## config.mk

```make
export PLATFORM = sky130hd
export DESIGN_NAME = gregorian_date_add_days_flat
export DESIGN_NICKNAME = d
export VERILOG_FILES = /design/src/hdl/gdad_pkg.sv /design/src/hdl/gdad_if.sv /design/src/hdl/gdad_div.sv /design/src/hdl/gregorian_date_add_days.sv /design/src/flat_wrapper.sv
export SDC_FILE = /design/constraint.sdc
export NUM_CORES = 2
export LEC_CHECK = 0
export BUFFER_PORTS_ARGS = -buffer_cell sky130_fd_sc_hd__buf_2
export CORE_ASPECT_RATIO = 0.5
export CORE_MARGIN = 2
export CORE_UTILIZATION = 33
export CTS_CLUSTER_DIAMETER = 120
export DETAILED_ROUTE_END_ITERATION = 10
export PLACE_DENSITY = 0.5
export SLEW_MARGIN = 20
export SYNTH_ARGS = -nofsm -noshare
export SYNTH_HDL_FRONTEND = slang
export SYNTH_SLANG_ARGS = --single-unit
```

## constraint.sdc

```tcl
create_clock -name clk -period 19.4 [get_ports clk]
set_input_delay 1.94 -clock clk [delete_from_list [all_inputs] [get_ports clk]]
set_output_delay 1.94 -clock clk [all_outputs]
set_load 0.02 [all_outputs]
```

## src/hdl/gdad_pkg.sv

```systemverilog
`timescale 1ns / 1ps
// shared constants, widths and calendar helpers for the date adder
// no dependencies

package gdad_pkg;

	localparam int DAYS_WIDTH_DEF   = 30;
	localparam int YEAR_WIDTH_DEF   = 22;
	localparam int START_YEAR_WIDTH = 20;
	localparam int DAY_WIDTH        = 5;
	localparam int MONTH_WIDTH      = 4;
	// width of a linear day number for any start date
	localparam int DNUM_WIDTH       = 29;
	localparam int DOE_WIDTH        = 18;
	localparam int YOE_WIDTH        = 9;
	localparam int DOY_WIDTH        = 9;
	localparam int ERA_FWD_WIDTH    = 12;
	localparam int ERA_DAYS         = 146097;
	localparam int ERA_YEARS        = 400;
	localparam int YEAR_SHIFT       = 400;
	localparam int DAYS_PER_YEAR    = 365;
	localparam int DAYS_PER_QUAD    = 1460;
	localparam int DAYS_PER_CENT    = 36524;
	localparam int MONTHS           = 12;

	// first day of each month, counted from march 1
	function automatic logic [DOY_WIDTH-1:0] month_off(input logic [MONTH_WIDTH-1:0] mp);
		logic [DOY_WIDTH-1:0] r;
		case (mp)
			4'd0:    r = 9'd0;
			4'd1:    r = 9'd31;
			4'd2:    r = 9'd61;
			4'd3:    r = 9'd92;
			4'd4:    r = 9'd122;
			4'd5:    r = 9'd153;
			4'd6:    r = 9'd184;
			4'd7:    r = 9'd214;
			4'd8:    r = 9'd245;
			4'd9:    r = 9'd275;
			4'd10:   r = 9'd306;
			4'd11:   r = 9'd337;
			default: r = 9'd0;
		endcase
		return r;
	endfunction

	// yoe / 100 for yoe below 400
	function automatic logic [1:0] cent_of_yoe(input logic [YOE_WIDTH-1:0] yoe);
		logic [1:0] r;
		if (yoe >= 9'd300)
			r = 2'd3;
		else if (yoe >= 9'd200)
			r = 2'd2;
		else if (yoe >= 9'd100)
			r = 2'd1;
		else
			r = 2'd0;
		return r;
	endfunction

	// days before year yoe of the era
	function automatic logic [DOE_WIDTH-1:0] yoe_days(input logic [YOE_WIDTH-1:0] yoe);
		logic [DOE_WIDTH-1:0] r;
		r = DOE_WIDTH'(yoe) * DOE_WIDTH'(DAYS_PER_YEAR) + DOE_WIDTH'(yoe[YOE_WIDTH-1:2])
			- DOE_WIDTH'(cent_of_yoe(yoe));
		return r;
	endfunction

	// doe / 36524 for doe below one era
	function automatic logic [2:0] cent_of_doe(input logic [DOE_WIDTH-1:0] doe);
		logic [2:0] r;
		if (doe >= DOE_WIDTH'(4 * DAYS_PER_CENT))
			r = 3'd4;
		else if (doe >= DOE_WIDTH'(3 * DAYS_PER_CENT))
			r = 3'd3;
		else if (doe >= DOE_WIDTH'(2 * DAYS_PER_CENT))
			r = 3'd2;
		else if (doe >= DOE_WIDTH'(DAYS_PER_CENT))
			r = 3'd1;
		else
			r = 3'd0;
		return r;
	endfunction

	// march-based month index holding day of year doy
	function automatic logic [MONTH_WIDTH-1:0] month_of_doy(input logic [DOY_WIDTH-1:0] doy);
		logic [MONTH_WIDTH-1:0] r;
		r = '0;
		for (int i = 1; i < MONTHS; i++) begin
			if (doy >= month_off(MONTH_WIDTH'(i)))
				r = MONTH_WIDTH'(i);
		end
		return r;
	endfunction

endpackage

```

## src/hdl/gdad_if.sv

```systemverilog
`timescale 1ns / 1ps
// valid/ready channels for the date adder: request and response
// depends on gdad_pkg

interface gdad_in_if #(
	parameter int DAYS_WIDTH = gdad_pkg::DAYS_WIDTH_DEF
);
	logic                                   valid;
	logic                                   ready;
	logic [DAYS_WIDTH-1:0]                  days_to_add;
	logic [gdad_pkg::DAY_WIDTH-1:0]         start_day;
	logic [gdad_pkg::MONTH_WIDTH-1:0]       start_month;
	logic [gdad_pkg::START_YEAR_WIDTH-1:0]  start_year;

	modport source (output valid, days_to_add, start_day, start_month, start_year,
		input ready);
	modport sink (input valid, days_to_add, start_day, start_month, start_year,
		output ready);
endinterface

interface gdad_out_if #(
	parameter int YEAR_WIDTH = gdad_pkg::YEAR_WIDTH_DEF
);
	logic                              valid;
	logic                              ready;
	logic [gdad_pkg::DAY_WIDTH-1:0]    end_day;
	logic [gdad_pkg::MONTH_WIDTH-1:0]  end_month;
	logic [YEAR_WIDTH-1:0]             end_year;

	modport source (output valid, end_day, end_month, end_year, input ready);
	modport sink (input valid, end_day, end_month, end_year, output ready);
endinterface

```

## src/hdl/gdad_div.sv

```systemverilog
`timescale 1ns / 1ps
// shared divider by the calendar constants: one multiplier gives a reciprocal estimate
// and its back product, then compare and subtract steps fix it; depends on gdad_pkg

module gdad_div #(
	parameter int NW = 31,
	parameter int VW = 18
) (
	input  logic          clk,
	input  logic          arst_n,
	input  logic          start,
	input  logic [NW-1:0] dividend,
	input  logic [VW-1:0] divisor,
	output logic          done,
	output logic [NW-1:0] quot,
	output logic [VW-1:0] rem
);

	// era dividends are cut to their top bits before the estimate
	localparam int ERA_PRE = 17;
	localparam int ERA_SH  = NW - ERA_PRE;
	localparam int SMALL_W = 21;
	localparam int YEAR_SH = 29;
	localparam int QUAD_SH = 31;
	localparam int AW      = (ERA_SH > SMALL_W) ? ERA_SH : SMALL_W;
	localparam int PRW     = 2 * AW;
	localparam longint unsigned ERA_RCP  = (64'd1 << NW) / gdad_pkg::ERA_DAYS;
	localparam longint unsigned Y400_RCP = (64'd1 << YEAR_SH) / gdad_pkg::ERA_YEARS;
	localparam longint unsigned QUAD_RCP = (64'd1 << QUAD_SH) / gdad_pkg::DAYS_PER_QUAD;
	localparam longint unsigned Y365_RCP = (64'd1 << YEAR_SH) / gdad_pkg::DAYS_PER_YEAR;

	localparam logic [1:0] P_IDLE = 2'd0;
	localparam logic [1:0] P_EST  = 2'd1;
	localparam logic [1:0] P_BACK = 2'd2;
	localparam logic [1:0] P_FIX  = 2'd3;

	logic [1:0]     phase_q;
	logic           done_q;
	logic [NW-1:0]  num_q;
	logic [VW-1:0]  dvs_q;
	logic [NW-1:0]  quo_q;
	logic [NW-1:0]  rem_q;
	logic [AW-1:0]  rcp;
	logic [AW-1:0]  num_cut;
	logic [AW-1:0]  mul_a;
	logic [AW-1:0]  mul_b;
	logic [PRW-1:0] prod;
	logic [NW-1:0]  est;
	logic           fix;

	always_comb begin
		num_cut = AW'(num_q);
		case (dvs_q)
			VW'(gdad_pkg::ERA_DAYS): begin
				rcp     = AW'(ERA_RCP);
				num_cut = AW'(num_q[NW-1:ERA_PRE]);
			end
			VW'(gdad_pkg::ERA_YEARS):     rcp = AW'(Y400_RCP);
			VW'(gdad_pkg::DAYS_PER_QUAD): rcp = AW'(QUAD_RCP);
			VW'(gdad_pkg::DAYS_PER_YEAR): rcp = AW'(Y365_RCP);
			default:                      rcp = '0;
		endcase
	end

	// the one multiplier: estimate first, then quotient times divisor
	always_comb begin
		if (phase_q == P_BACK) begin
			mul_a = quo_q[AW-1:0];
			mul_b = AW'(dvs_q);
		end else begin
			mul_a = num_cut;
			mul_b = rcp;
		end
		prod = PRW'(mul_a) * PRW'(mul_b);
	end

	// estimate never exceeds the true quotient
	always_comb begin
		case (dvs_q)
			VW'(gdad_pkg::ERA_DAYS):      est = NW'(prod >> ERA_SH);
			VW'(gdad_pkg::DAYS_PER_QUAD): est = NW'(prod >> QUAD_SH);
			default:                      est = NW'(prod >> YEAR_SH);
		endcase
	end

	assign fix = (rem_q >= NW'(dvs_q));

	always_ff @(posedge clk or negedge arst_n) begin
		if (!arst_n) begin
			phase_q <= P_IDLE;
			done_q  <= 1'b0;
		end else begin
			done_q <= (phase_q == P_FIX) && !fix;
			case (phase_q)
				P_IDLE:  if (start) phase_q <= P_EST;
				P_EST:   phase_q <= P_BACK;
				P_BACK:  phase_q <= P_FIX;
				P_FIX:   if (!fix) phase_q <= P_IDLE;
				default: phase_q <= P_IDLE;
			endcase
		end
	end

	always_ff @(posedge clk) begin
		if (phase_q == P_IDLE && start) begin
			num_q <= dividend;
			dvs_q <= divisor;
		end
		if (phase_q == P_EST)
			quo_q <= est;
		if (phase_q == P_BACK)
			rem_q <= num_q - NW'(prod);
		if (phase_q == P_FIX && fix) begin
			quo_q <= quo_q + NW'(1);
			rem_q <= rem_q - NW'(dvs_q);
		end
	end

	assign done = done_q;
	assign quot = quo_q;
	assign rem  = rem_q[VW-1:0];

endmodule

```

## src/hdl/gregorian_date_add_days.sv

```systemverilog
`timescale 1ns / 1ps
// four divisions by the shared reciprocal unit, each an estimate, a back product and compare
// and subtract correction steps, then the era product, the day of year and the final
// state finish the date
// throughput: one transaction at a time; a new one is taken while the last result waits;
// reset: arst_n clears the sequencers and the result valid only
// depends on gdad_pkg, gdad_if and gdad_div

module gregorian_date_add_days #(
	parameter int DAYS_WIDTH = gdad_pkg::DAYS_WIDTH_DEF,
	parameter int YEAR_WIDTH = gdad_pkg::YEAR_WIDTH_DEF
) (
	input  logic          clk,
	input  logic          arst_n,
	gdad_in_if.sink       req,
	gdad_out_if.source    rsp
);

	localparam int NW  = ((DAYS_WIDTH > gdad_pkg::DNUM_WIDTH) ? DAYS_WIDTH
		: gdad_pkg::DNUM_WIDTH) + 1;
	localparam int EW  = NW - 17;
	localparam int YW  = EW + 10;
	localparam int CW  = (YW > YEAR_WIDTH) ? YW : YEAR_WIDTH;
	localparam int VW  = gdad_pkg::DOE_WIDTH;
	localparam int FEW = gdad_pkg::ERA_FWD_WIDTH;
	localparam int PW  = FEW + 18;

	localparam logic [3:0] S_IDLE     = 4'd0;
	localparam logic [3:0] S_ISS_YY   = 4'd1;
	localparam logic [3:0] S_W_YY     = 4'd2;
	localparam logic [3:0] S_MUL      = 4'd3;
	localparam logic [3:0] S_ISS_N    = 4'd4;
	localparam logic [3:0] S_W_N      = 4'd5;
	localparam logic [3:0] S_ISS_QUAD = 4'd6;
	localparam logic [3:0] S_W_QUAD   = 4'd7;
	localparam logic [3:0] S_ISS_YEAR = 4'd8;
	localparam logic [3:0] S_W_YEAR   = 4'd9;
	localparam logic [3:0] S_DOY      = 4'd10;
	localparam logic [3:0] S_FIN      = 4'd11;

	logic [3:0]                                state_q;
	logic [3:0]                                state_d;

	logic [DAYS_WIDTH-1:0]                     add_q;
	logic [gdad_pkg::DAY_WIDTH-1:0]            day_q;
	logic [gdad_pkg::MONTH_WIDTH-1:0]          mp_q;
	logic                                      early_q;
	logic [gdad_pkg::START_YEAR_WIDTH-1:0]     year_q;
	logic [FEW-1:0]                            era_f_q;
	logic [PW-1:0]                             prod_q;
	logic [VW-1:0]                             doe_q;
	logic [EW-1:0]                             era_q;
	logic [VW-1:0]                             x_q;
	logic [gdad_pkg::YOE_WIDTH-1:0]            yoe_q;
	logic [gdad_pkg::DOY_WIDTH-1:0]            doy_q;
	logic [EW+8:0]                             ybase_q;

	logic                                      out_valid_q;
	logic [gdad_pkg::DAY_WIDTH-1:0]            out_day_q;
	logic [gdad_pkg::MONTH_WIDTH-1:0]          out_month_q;
	logic [YEAR_WIDTH-1:0]                     out_year_q;

	logic                                      div_start;
	logic [NW-1:0]                             div_dividend;
	logic [VW-1:0]                             div_divisor;
	logic                                      div_done;
	logic [NW-1:0]                             div_quot;
	logic [VW-1:0]                             div_rem;

	logic                                      accept;
	logic                                      out_free;
	logic [gdad_pkg::DAY_WIDTH-1:0]            in_day;
	logic [gdad_pkg::MONTH_WIDTH-1:0]          in_month;
	logic [gdad_pkg::DOY_WIDTH-1:0]            doy_fwd;
	logic [gdad_pkg::MONTH_WIDTH-1:0]          fin_mp;
	logic [gdad_pkg::DAY_WIDTH-1:0]            fin_day;
	logic [gdad_pkg::MONTH_WIDTH-1:0]          fin_month;
	logic [YW-1:0]                             fin_year;
	logic [CW-1:0]                             fin_year_ext;
	logic [CW-1:0]                             year_max_ext;

	gdad_div #(
		.NW (NW),
		.VW (VW)
	) u_div (
		.clk      (clk),
		.arst_n   (arst_n),
		.start    (div_start),
		.dividend (div_dividend),
		.divisor  (div_divisor),
		.done     (div_done),
		.quot     (div_quot),
		.rem      (div_rem)
	);

	assign accept   = req.valid && req.ready;
	assign req.ready = (state_q == S_IDLE);
	assign out_free = !out_valid_q || rsp.ready;

	// clamp a zero day to 1 and the month field to 1..12
	always_comb begin
		in_day = (req.start_day == '0) ? gdad_pkg::DAY_WIDTH'(1) : req.start_day;
		if (req.start_month == '0)
			in_month = gdad_pkg::MONTH_WIDTH'(1);
		else if (req.start_month > gdad_pkg::MONTH_WIDTH'(gdad_pkg::MONTHS))
			in_month = gdad_pkg::MONTH_WIDTH'(gdad_pkg::MONTHS);
		else
			in_month = req.start_month;
	end

	assign doy_fwd = gdad_pkg::month_off(mp_q) + gdad_pkg::DOY_WIDTH'(day_q) - 9'd1;

	// divider operand select
	always_comb begin
		div_start    = 1'b0;
		div_dividend = '0;
		div_divisor  = '0;
		case (state_q)
			S_ISS_YY: begin
				div_start    = 1'b1;
				div_dividend = NW'(year_q) + NW'(gdad_pkg::YEAR_SHIFT) - NW'(early_q);
				div_divisor  = VW'(gdad_pkg::ERA_YEARS);
			end
			S_ISS_N: begin
				div_start    = 1'b1;
				div_dividend = NW'(prod_q) + NW'(doe_q) + NW'(add_q);
				div_divisor  = VW'(gdad_pkg::ERA_DAYS);
			end
			S_ISS_QUAD: begin
				div_start    = 1'b1;
				div_dividend = NW'(doe_q);
				div_divisor  = VW'(gdad_pkg::DAYS_PER_QUAD);
			end
			S_ISS_YEAR: begin
				div_start    = 1'b1;
				div_dividend = NW'(x_q);
				div_divisor  = VW'(gdad_pkg::DAYS_PER_YEAR);
			end
			default: begin
				div_start = 1'b0;
			end
		endcase
	end

	always_comb begin
		state_d = state_q;
		case (state_q)
			S_IDLE:     if (accept) state_d = S_ISS_YY;
			S_ISS_YY:   state_d = S_W_YY;
			S_W_YY:     if (div_done) state_d = S_MUL;
			S_MUL:      state_d = S_ISS_N;
			S_ISS_N:    state_d = S_W_N;
			S_W_N:      if (div_done) state_d = S_ISS_QUAD;
			S_ISS_QUAD: state_d = S_W_QUAD;
			S_W_QUAD:   if (div_done) state_d = S_ISS_YEAR;
			S_ISS_YEAR: state_d = S_W_YEAR;
			S_W_YEAR:   if (div_done) state_d = S_DOY;
			S_DOY:      state_d = S_FIN;
			S_FIN:      if (out_free) state_d = S_IDLE;
			default:    state_d = S_IDLE;
		endcase
	end

	// final date from year of era and day of year
	always_comb begin
		fin_mp    = gdad_pkg::month_of_doy(doy_q);
		fin_day   = gdad_pkg::DAY_WIDTH'(doy_q - gdad_pkg::month_off(fin_mp) + 9'd1);
		fin_month = (fin_mp < 4'd10) ? fin_mp + 4'd3 : fin_mp - 4'd9;
		fin_year  = YW'(ybase_q) + YW'(yoe_q) + YW'(fin_mp >= 4'd10)
			- YW'(gdad_pkg::YEAR_SHIFT);
		fin_year_ext = CW'(fin_year);
		year_max_ext = CW'({YEAR_WIDTH{1'b1}});
	end

	always_ff @(posedge clk or negedge arst_n) begin
		if (!arst_n) begin
			state_q     <= S_IDLE;
			out_valid_q <= 1'b0;
		end else begin
			state_q <= state_d;
			if (state_q == S_FIN && out_free)
				out_valid_q <= 1'b1;
			else if (rsp.ready)
				out_valid_q <= 1'b0;
		end
	end

	always_ff @(posedge clk) begin
		if (accept) begin
			add_q   <= req.days_to_add;
			day_q   <= in_day;
			mp_q    <= (in_month >= 4'd3) ? in_month - 4'd3 : in_month + 4'd9;
			early_q <= (in_month <= 4'd2);
			year_q  <= req.start_year;
		end
		if (state_q == S_W_YY && div_done) begin
			era_f_q <= div_quot[FEW-1:0];
			doe_q   <= gdad_pkg::yoe_days(div_rem[gdad_pkg::YOE_WIDTH-1:0])
				+ VW'(doy_fwd);
		end
		if (state_q == S_MUL)
			prod_q <= PW'(era_f_q) * PW'(gdad_pkg::ERA_DAYS);
		if (state_q == S_W_N && div_done) begin
			era_q <= div_quot[EW-1:0];
			doe_q <= div_rem;
		end
		// leap corrections of the era: one per four years, back per century
		if (state_q == S_W_QUAD && div_done)
			x_q <= doe_q - VW'(div_quot[6:0]) + VW'(gdad_pkg::cent_of_doe(doe_q))
				- VW'(doe_q >= VW'(gdad_pkg::ERA_DAYS - 1));
		if (state_q == S_W_YEAR && div_done)
			yoe_q <= div_quot[gdad_pkg::YOE_WIDTH-1:0];
		if (state_q == S_DOY) begin
			doy_q   <= gdad_pkg::DOY_WIDTH'(doe_q - gdad_pkg::yoe_days(yoe_q));
			ybase_q <= (EW+9)'(era_q) * (EW+9)'(gdad_pkg::ERA_YEARS);
		end
		if (state_q == S_FIN && out_free) begin
			if (fin_year_ext > year_max_ext) begin
				out_day_q   <= gdad_pkg::DAY_WIDTH'(31);
				out_month_q <= gdad_pkg::MONTH_WIDTH'(gdad_pkg::MONTHS);
				out_year_q  <= {YEAR_WIDTH{1'b1}};
			end else begin
				out_day_q   <= fin_day;
				out_month_q <= fin_month;
				out_year_q  <= fin_year_ext[YEAR_WIDTH-1:0];
			end
		end
	end

	assign rsp.valid     = out_valid_q;
	assign rsp.end_day   = out_day_q;
	assign rsp.end_month = out_month_q;
	assign rsp.end_year  = out_year_q;

endmodule
```

## src/flat_wrapper.sv

```systemverilog
// flat-port wrapper written by rule: the top's interface ports become plain ports
module gregorian_date_add_days_flat 
#(
	parameter int DAYS_WIDTH = gdad_pkg::DAYS_WIDTH_DEF,
	parameter int YEAR_WIDTH = gdad_pkg::YEAR_WIDTH_DEF
)
  (clk, arst_n, req_valid, req_days_to_add, req_start_day, req_start_month, req_start_year, req_ready, rsp_valid, rsp_end_day, rsp_end_month, rsp_end_year, rsp_ready);
  gdad_in_if #(.DAYS_WIDTH(DAYS_WIDTH)) req_i ();
  gdad_out_if #(.YEAR_WIDTH(YEAR_WIDTH)) rsp_i ();
  input  logic clk;
  input  logic arst_n;
  input wire logic [$bits(req_i.valid)-1:0] req_valid;
  input wire logic [$bits(req_i.days_to_add)-1:0] req_days_to_add;
  input wire logic [$bits(req_i.start_day)-1:0] req_start_day;
  input wire logic [$bits(req_i.start_month)-1:0] req_start_month;
  input wire logic [$bits(req_i.start_year)-1:0] req_start_year;
  output wire logic [$bits(req_i.ready)-1:0] req_ready;
  output wire logic [$bits(rsp_i.valid)-1:0] rsp_valid;
  output wire logic [$bits(rsp_i.end_day)-1:0] rsp_end_day;
  output wire logic [$bits(rsp_i.end_month)-1:0] rsp_end_month;
  output wire logic [$bits(rsp_i.end_year)-1:0] rsp_end_year;
  input wire logic [$bits(rsp_i.ready)-1:0] rsp_ready;
  assign req_i.valid = req_valid;
  assign req_i.days_to_add = req_days_to_add;
  assign req_i.start_day = req_start_day;
  assign req_i.start_month = req_start_month;
  assign req_i.start_year = req_start_year;
  assign req_ready = req_i.ready;
  assign rsp_valid = rsp_i.valid;
  assign rsp_end_day = rsp_i.end_day;
  assign rsp_end_month = rsp_i.end_month;
  assign rsp_end_year = rsp_i.end_year;
  assign rsp_i.ready = rsp_ready;
  gregorian_date_add_days #(.DAYS_WIDTH(DAYS_WIDTH), .YEAR_WIDTH(YEAR_WIDTH)) u_core (.clk(clk), .arst_n(arst_n), .req(req_i), .rsp(rsp_i));
endmodule
```

# Word level (Yosys, flattened, before mapping)

Memories as Yosys holds them, arrays and structs flattened. A register that Yosys moved wholly into a read port is not among the register bits.
Cells that the tools add are included.

Bits in registers: 339
Bits in latches: 0
Bits in writable memories: 0
ROM bits: 288
Input bits: 63
Output and inout bits: 33
Word-level logic and storage cells: 191
Memories: 2

Add/subtract/negate cells: 27
Multiply operators: 5
Div/mod/pow operators: 0
Order comparisons: 28
Eq/ne operators: 26
Shift operators: 0
Mux-type cells: 55
Bitwise operators: 0
Reduce and logical (&&, ||, !) cells: 24

Memories:

| name            | depth | bits a word | rd ports | clocked after memory_dff | write ports | RTL line       | RTL |
|---|---|---|---|---|---|---|---|
| (no name shown) | 16    | 9           | 1        | 0                        | 0           | gdad_pkg.sv:29 | `case (mp)` |
| (no name shown) | 16    | 9           | 1        | 1                        | 0           | gdad_pkg.sv:29 |  |

Operator list:

| kind                   | count |
|---|---|
| $mux 31                | 4 |
| $pmux 31 s4            | 1 |
| $pmux 18 s4            | 1 |
| $mux 21                | 3 |
| $pmux 21 s3            | 1 |
| $mux 4                 | 15 |
| $pmux 28 s2            | 1 |
| $ge 9x8->1 const B     | 6 |
| $pmux 4 s12            | 1 |
| $ge 9x9->1 const B     | 5 |
| $mul 21x21->42         | 1 |
| $eq 18x9->1 const B    | 2 |
| $ge 18x17->1 const B   | 2 |
| $ge 9x7->1 const B     | 4 |
| $mux 18                | 2 |
| $add 30x18->31         | 1 |
| $add 31x1->31 const B  | 1 |
| $add 31x30->31         | 1 |
| $ge 31x18->1           | 1 |
| $sub 31x1->31          | 1 |
| $sub 31x18->31         | 1 |
| $sub 31x31->31         | 1 |
| $mul 12x18->30 const B | 1 |
| $add 23x9->24          | 1 |
| 58 further kinds       | 107 |

# Longest topological paths before layout

Word-level depth: 16
Depth in mapped cells: 43
Mapped depth without buffers: 42

# Cells and area by module

Synthesis repeated with hierarchy kept, for this count alone.

Cell total of the unflattened synthesis: 4826
Area total of the unflattened synthesis: 46264.4 µm²

Modules (own cells, without submodules):

| module                  | times used | cells each | area each (µm²) | sequential area each (µm²) |
|---|---|---|---|---|
| gregorian_date_add_days | 1          | 2259       | 23393.7         | 6911.6 |
| gdad_div                | 1          | 2567       | 22870.7         | 3408.3 |

# Worst setup path before layout

OpenSTA, ideal clock, no wires.

Path type: reg2reg
Start: register u_core.u_div.dvs_q[6]
End: register u_core.u_div.rem_q[30], data pin
Setup time: 0.269 ns
Arrival time: 9.137 ns
Required time: 19.131 ns
Slack: 9.994 ns
Cell stages (with the launch flop): 40
Buffers on the path: 1
Period minus slack after synthesis: 9.406 ns
Path through: edfxtp_1 -> inv_1 -> nand2_1 -> nor4_1 -> clkbuf_1 -> nor3_1 -> nor2_1 -> nand2_1 -> fa_1 -> inv_1 -> fa_1 -> inv_1 -> fa_1 -> inv_1 -> fa_1 -> inv_1 -> fa_1 -> inv_1 -> (+4 left out) -> ha_1 -> nand2_1 -> nor2_1 -> a211oi_1 -> a31oi_1 -> a21bo_2 -> a21boi_0 -> xor2_1 -> ha_1 -> and2_1 -> nand3_1 -> o2bb2ai_1 -> nor3_1 -> o31ai_1 -> a21oi_1 -> o31a_1 -> xor2_1 -> mux2i_1

Word-level cells in the longest chain between the ends: 8
Elaborated cells on any way between the ends: 16
Those cells by class: 2 x add/sub; 1 x mul; 1 x order compare; 4 x eq/ne; 6 x mux; 2 x reduce/logical

RTL lines:

| item                                               | RTL line        | RTL |
|---|---|---|
| start: declaration                                 | gdad_div.sv:40  | `logic [VW-1:0] dvs_q;` |
| start signal: assignment                           | gdad_div.sv:107 | `dvs_q <= divisor;` |
| $eq 18x11->1 / $eq 18x9->1 (equally long branches) | gdad_div.sv:53  | `case (dvs_q)` |
| $reduce_or 2->1 (no source line)                   | n/a             |  |
| $pmux 21 s3                                        | gdad_div.sv:53  |  |
| $mux 21                                            | gdad_div.sv:67  | `if (phase_q == P_BACK) begin` |
| $mul 21x21->42                                     | gdad_div.sv:74  | `prod = PRW'(mul_a) * PRW'(mul_b);` |
| $sub 31x31->31                                     | gdad_div.sv:112 | `rem_q <= num_q - NW'(prod);` |
| $mux 31                                            | gdad_div.sv:111 | `if (phase_q == P_BACK)` |
| $mux 31 *                                          | gdad_div.sv:113 | `if (phase_q == P_FIX && fix) begin` |
| end signal: assignment                             | gdad_div.sv:112 |  |
| end signal: assignment                             | gdad_div.sv:115 | `rem_q <= rem_q - NW'(dvs_q);` |
| end: declaration                                   | gdad_div.sv:42  | `logic [NW-1:0] rem_q;` |

Every way passes the cells marked *; elsewhere a longest branch is shown, timed or not. The select of a mux whose other input is x is not followed.
A chain may end at the register's enable or synchronous reset.

# Worst setup path after layout

Start: register u_core.u_div.dvs_q[6]
End: register u_core.u_div.rem_q[28], data pin

Same word-level chain as after synthesis.

==> results.md <==
- Outcome: complete, no violations
- Pwr/cell area: 32.5 nW/um2
- Critical path capture point type: flip-flop
- Synthesized cell area: 43000 um2
- Synth cell count leaders: inv_1, ha_1, fa_1
- Max cap viols: 0
- I/O pin count: 96
- First-pass GRT wire length: 199000 um
- Synth Flop Type: edfxtp_1
- EDFF count, synth: 311
- Synth warn: 0
- DR WL/cell: 20.2 um
- Routed WL: 128000 um
- Cell with the most instances after synthesis: inv_1
- Initial Util: 0.333
- Core area: 129000 um2
- Synth top area share: 0.217
- Full die area: 133000 um2
- CTS Buffer Depth: 3
- Routed Antenna Nets: 0
- Syn_nets: 5686
- Skew final: 0.0471 ns
- Layout cells sized above 1: 0.0578
- Initial antenna violation count: 5
- Number of hold violations in the final report: 0
- Root buffer cell: clkbuf_16
- Fillers: 13010
- Most frequent CP cell: inv_1
- Crit-path max cell delay: 0.58 ns
- Fmax: 91.2 MHz
- Row cnt: 93
- Post-CTS setup buffers: 0
- Iteration-0 DRC count of the detailed router: 2533
- Synth Instances: 4525
- Synth area leaders: edfxtp_1, fa_1, ha_1
- Crit path time final: 10.96 ns
- Synthesized area per cell: 9.50 um2
- Critical Path AT: 11.29 ns
- Pleak: 22.8 nW
- HPWL after detailed placement: 106000 um
- Setup TNS: 0 ns
- Register area share after synthesis: 0.226
- Clk Latency, worst-skew pair: 0.61 ns
- Total clock sinks: 328
- Crit path max fanout: 18
- Final setup viols: 0
- H-tree Lvls: 2
- Hold-fix buffers at CTS: 0
- Final Util: 0.364
- Synthesis-stage register bit count: 328
- P&R area growth vs syn: 9.21%
- Slew headroom: 0.178
- CP Class: flip-flop to flip-flop
- Nets: 5780
- Final period utilization: 0.565
- Total CTS buffers: 40
- PortBufs: 95
- Chip width: 514 um
- Worst-path clk slew: 0.06 ns
- Post-synth top area cell: edfxtp_1
- Vias in the first global route: 33033
- CTS tree: built
- Vias: 32377
- CTS resizes: 0
- Yosys cell types: 85
- CP max stage cell: a21o_1
- Worst Tran Pin Value: 1.22 ns
- Async S/R FF share, synth: 0.0244
- Hold/Removal Path Class: flip-flop to flip-flop
- DRC errors left: 0
- Drt pass-1 iters: 6
- Final Slew Violations: 0
- Peak supply drop: 0.0764 mV
- RSZ-0062 raised after global routing: no
- Pin count of the biggest net entering global routing: 61
- Routability cong.: 0.954
- Setup crit start kind: flip-flop
- Required @ worst endpoint: 19.72 ns
- Total track usage: 0.194
- Die Ht: 259 um
- Avg Vias per Cell: 5.09
- Overflow after GRT: 0
## sequential cells by signal (all words and copies together), names as in the netlist, 2 cells and up, named ones only
signal,flops
u_core.add_q,30
u_core.day_q,5
u_core.doe_q,18
u_core.doy_q,9
u_core.era_f_q,12
u_core.era_q,14
u_core.mp_q,4
u_core.prod_q,30
u_core.rsp.end_day,5
u_core.rsp.end_month,4
u_core.rsp.end_year,22
u_core.state_q,4
u_core.u_div.dvs_q,8
u_core.u_div.num_q,31
u_core.u_div.phase_q,2
u_core.u_div.quot,21
u_core.u_div.rem_q,31
u_core.x_q,18
u_core.ybase_q,19
u_core.year_q,20
u_core.yoe_q,9
## per-stage QoR
stage / instance area, um2 / setup slack (ns) / instances / power [mW] / hold WS [ns]
after floorplan: 43000 / 9.99 / 4525 / 0.782 / 0.443
after global placement: 45700 / 8.81 / 6287 / 0.789 / 0.492
after detailed placement: 45700 / 8.70 / 6287 / 0.790 / 0.499
after CTS: 47000 / 8.67 / 6360 / 1.55 / 0.514
after global routing: 47000 / 7.74 / 6361 / 1.57 / 0.538
final: 47000 / 8.44 / 6362 / 1.53 / 0.505
## layout by cell type, fill, tap and decap left out, types with 60 or more instances in the layout
| master | n |
|---|---|
| a21oi_1 | 209 |
| nand2_1 | 436 |
| nor3_1 | 60 |
| ha_1 | 639 |
| o21ai_0 | 165 |
| a21o_1 | 78 |
| buf_2 | 95 |
| edfxtp_1 | 311 |
| inv_1 | 850 |
| nor2_1 | 273 |
| xor2_1 | 86 |
| nand3_1 | 74 |
| xnor2_1 | 172 |
| fa_1 | 458 |
## worst max-delay path, delay by kind of cell (launching register included)
kind / cells / cell delay (ns)
flops: 1 / 0.43
simple gates: 10 / 1.75
compound gates: 11 / 3.12
fa+ha+maj: 9 / 4.33
xor+xnor: 2 / 0.43
buf+inv: 8 / 0.63
## cell families after synthesis
logic type / share of synthesized area
AO/OA/AOI/OAI: 0.111
XOR/XNOR: 0.0526
adder cells (fa/ha/maj): 0.399
buffers and inverters: 0.0828
flip-flops: 0.226
multiplexers: 0.00952
AND/OR/NAND/NOR: 0.118
## path summary, 6_finish.rpt
kind	cells after the start	start	slack, ns	to
max	40	u_core.u_div.dvs_q[6]$_DFFE_PP_	8.44	u_core.u_div.rem_q[28]$_DFFE_PP_
min	0	u_core.era_q[2]$_DFFE_PP_	0.50	u_core.ybase_q[6]$_DFFE_PN_
max reg2reg	40	u_core.u_div.dvs_q[6]$_DFFE_PP_	8.44	u_core.u_div.rem_q[28]$_DFFE_PP_
min reg2reg	0	u_core.era_q[2]$_DFFE_PP_	0.50	u_core.ybase_q[6]$_DFFE_PN_
max in group asynchronous	1	arst_n	18.01	u_core.u_div.phase_q[1]$_DFFE_PN0P_
min in group asynchronous	1	arst_n	1.19	u_core.rsp.valid$_DFFE_PN0P_
## power by group
part	total (mW)	leakage, nW	internal [mW]	switching (mW)
clock network	0.751	0.620	0.409	0.342
logic	0.00941	19.2	0.00523	0.00416
registers	0.765	2.97	0.765	0
total	1.53	22.8	1.18	0.347
## layer usage
metal  share of wire  wire (um)  GRT usage  vias to the layer above
met2            0.45      57300      0.310                      915
met1            0.47      61000      0.283                    16060
met4           0.020       2520     0.0382                        2
li1                -          -          -                    15256
met5        0.000070          9          0                        -
met3           0.059       7620     0.0216                      144
## cell type report
type	count	area, um2	area share
diodes	2	5.00	0.000107
clock buffers	44	1050	0.0223
clock inverters	29	230	0.00490
inverters	853	3200	0.0682
multi-input cells	3252	29800	0.634
flip-flops and latches	328	9720	0.207
well taps	1710	2140	0.0456
repair buffers	144	843	0.0180
Note: power is estimated with default switching activity, not from simulation.
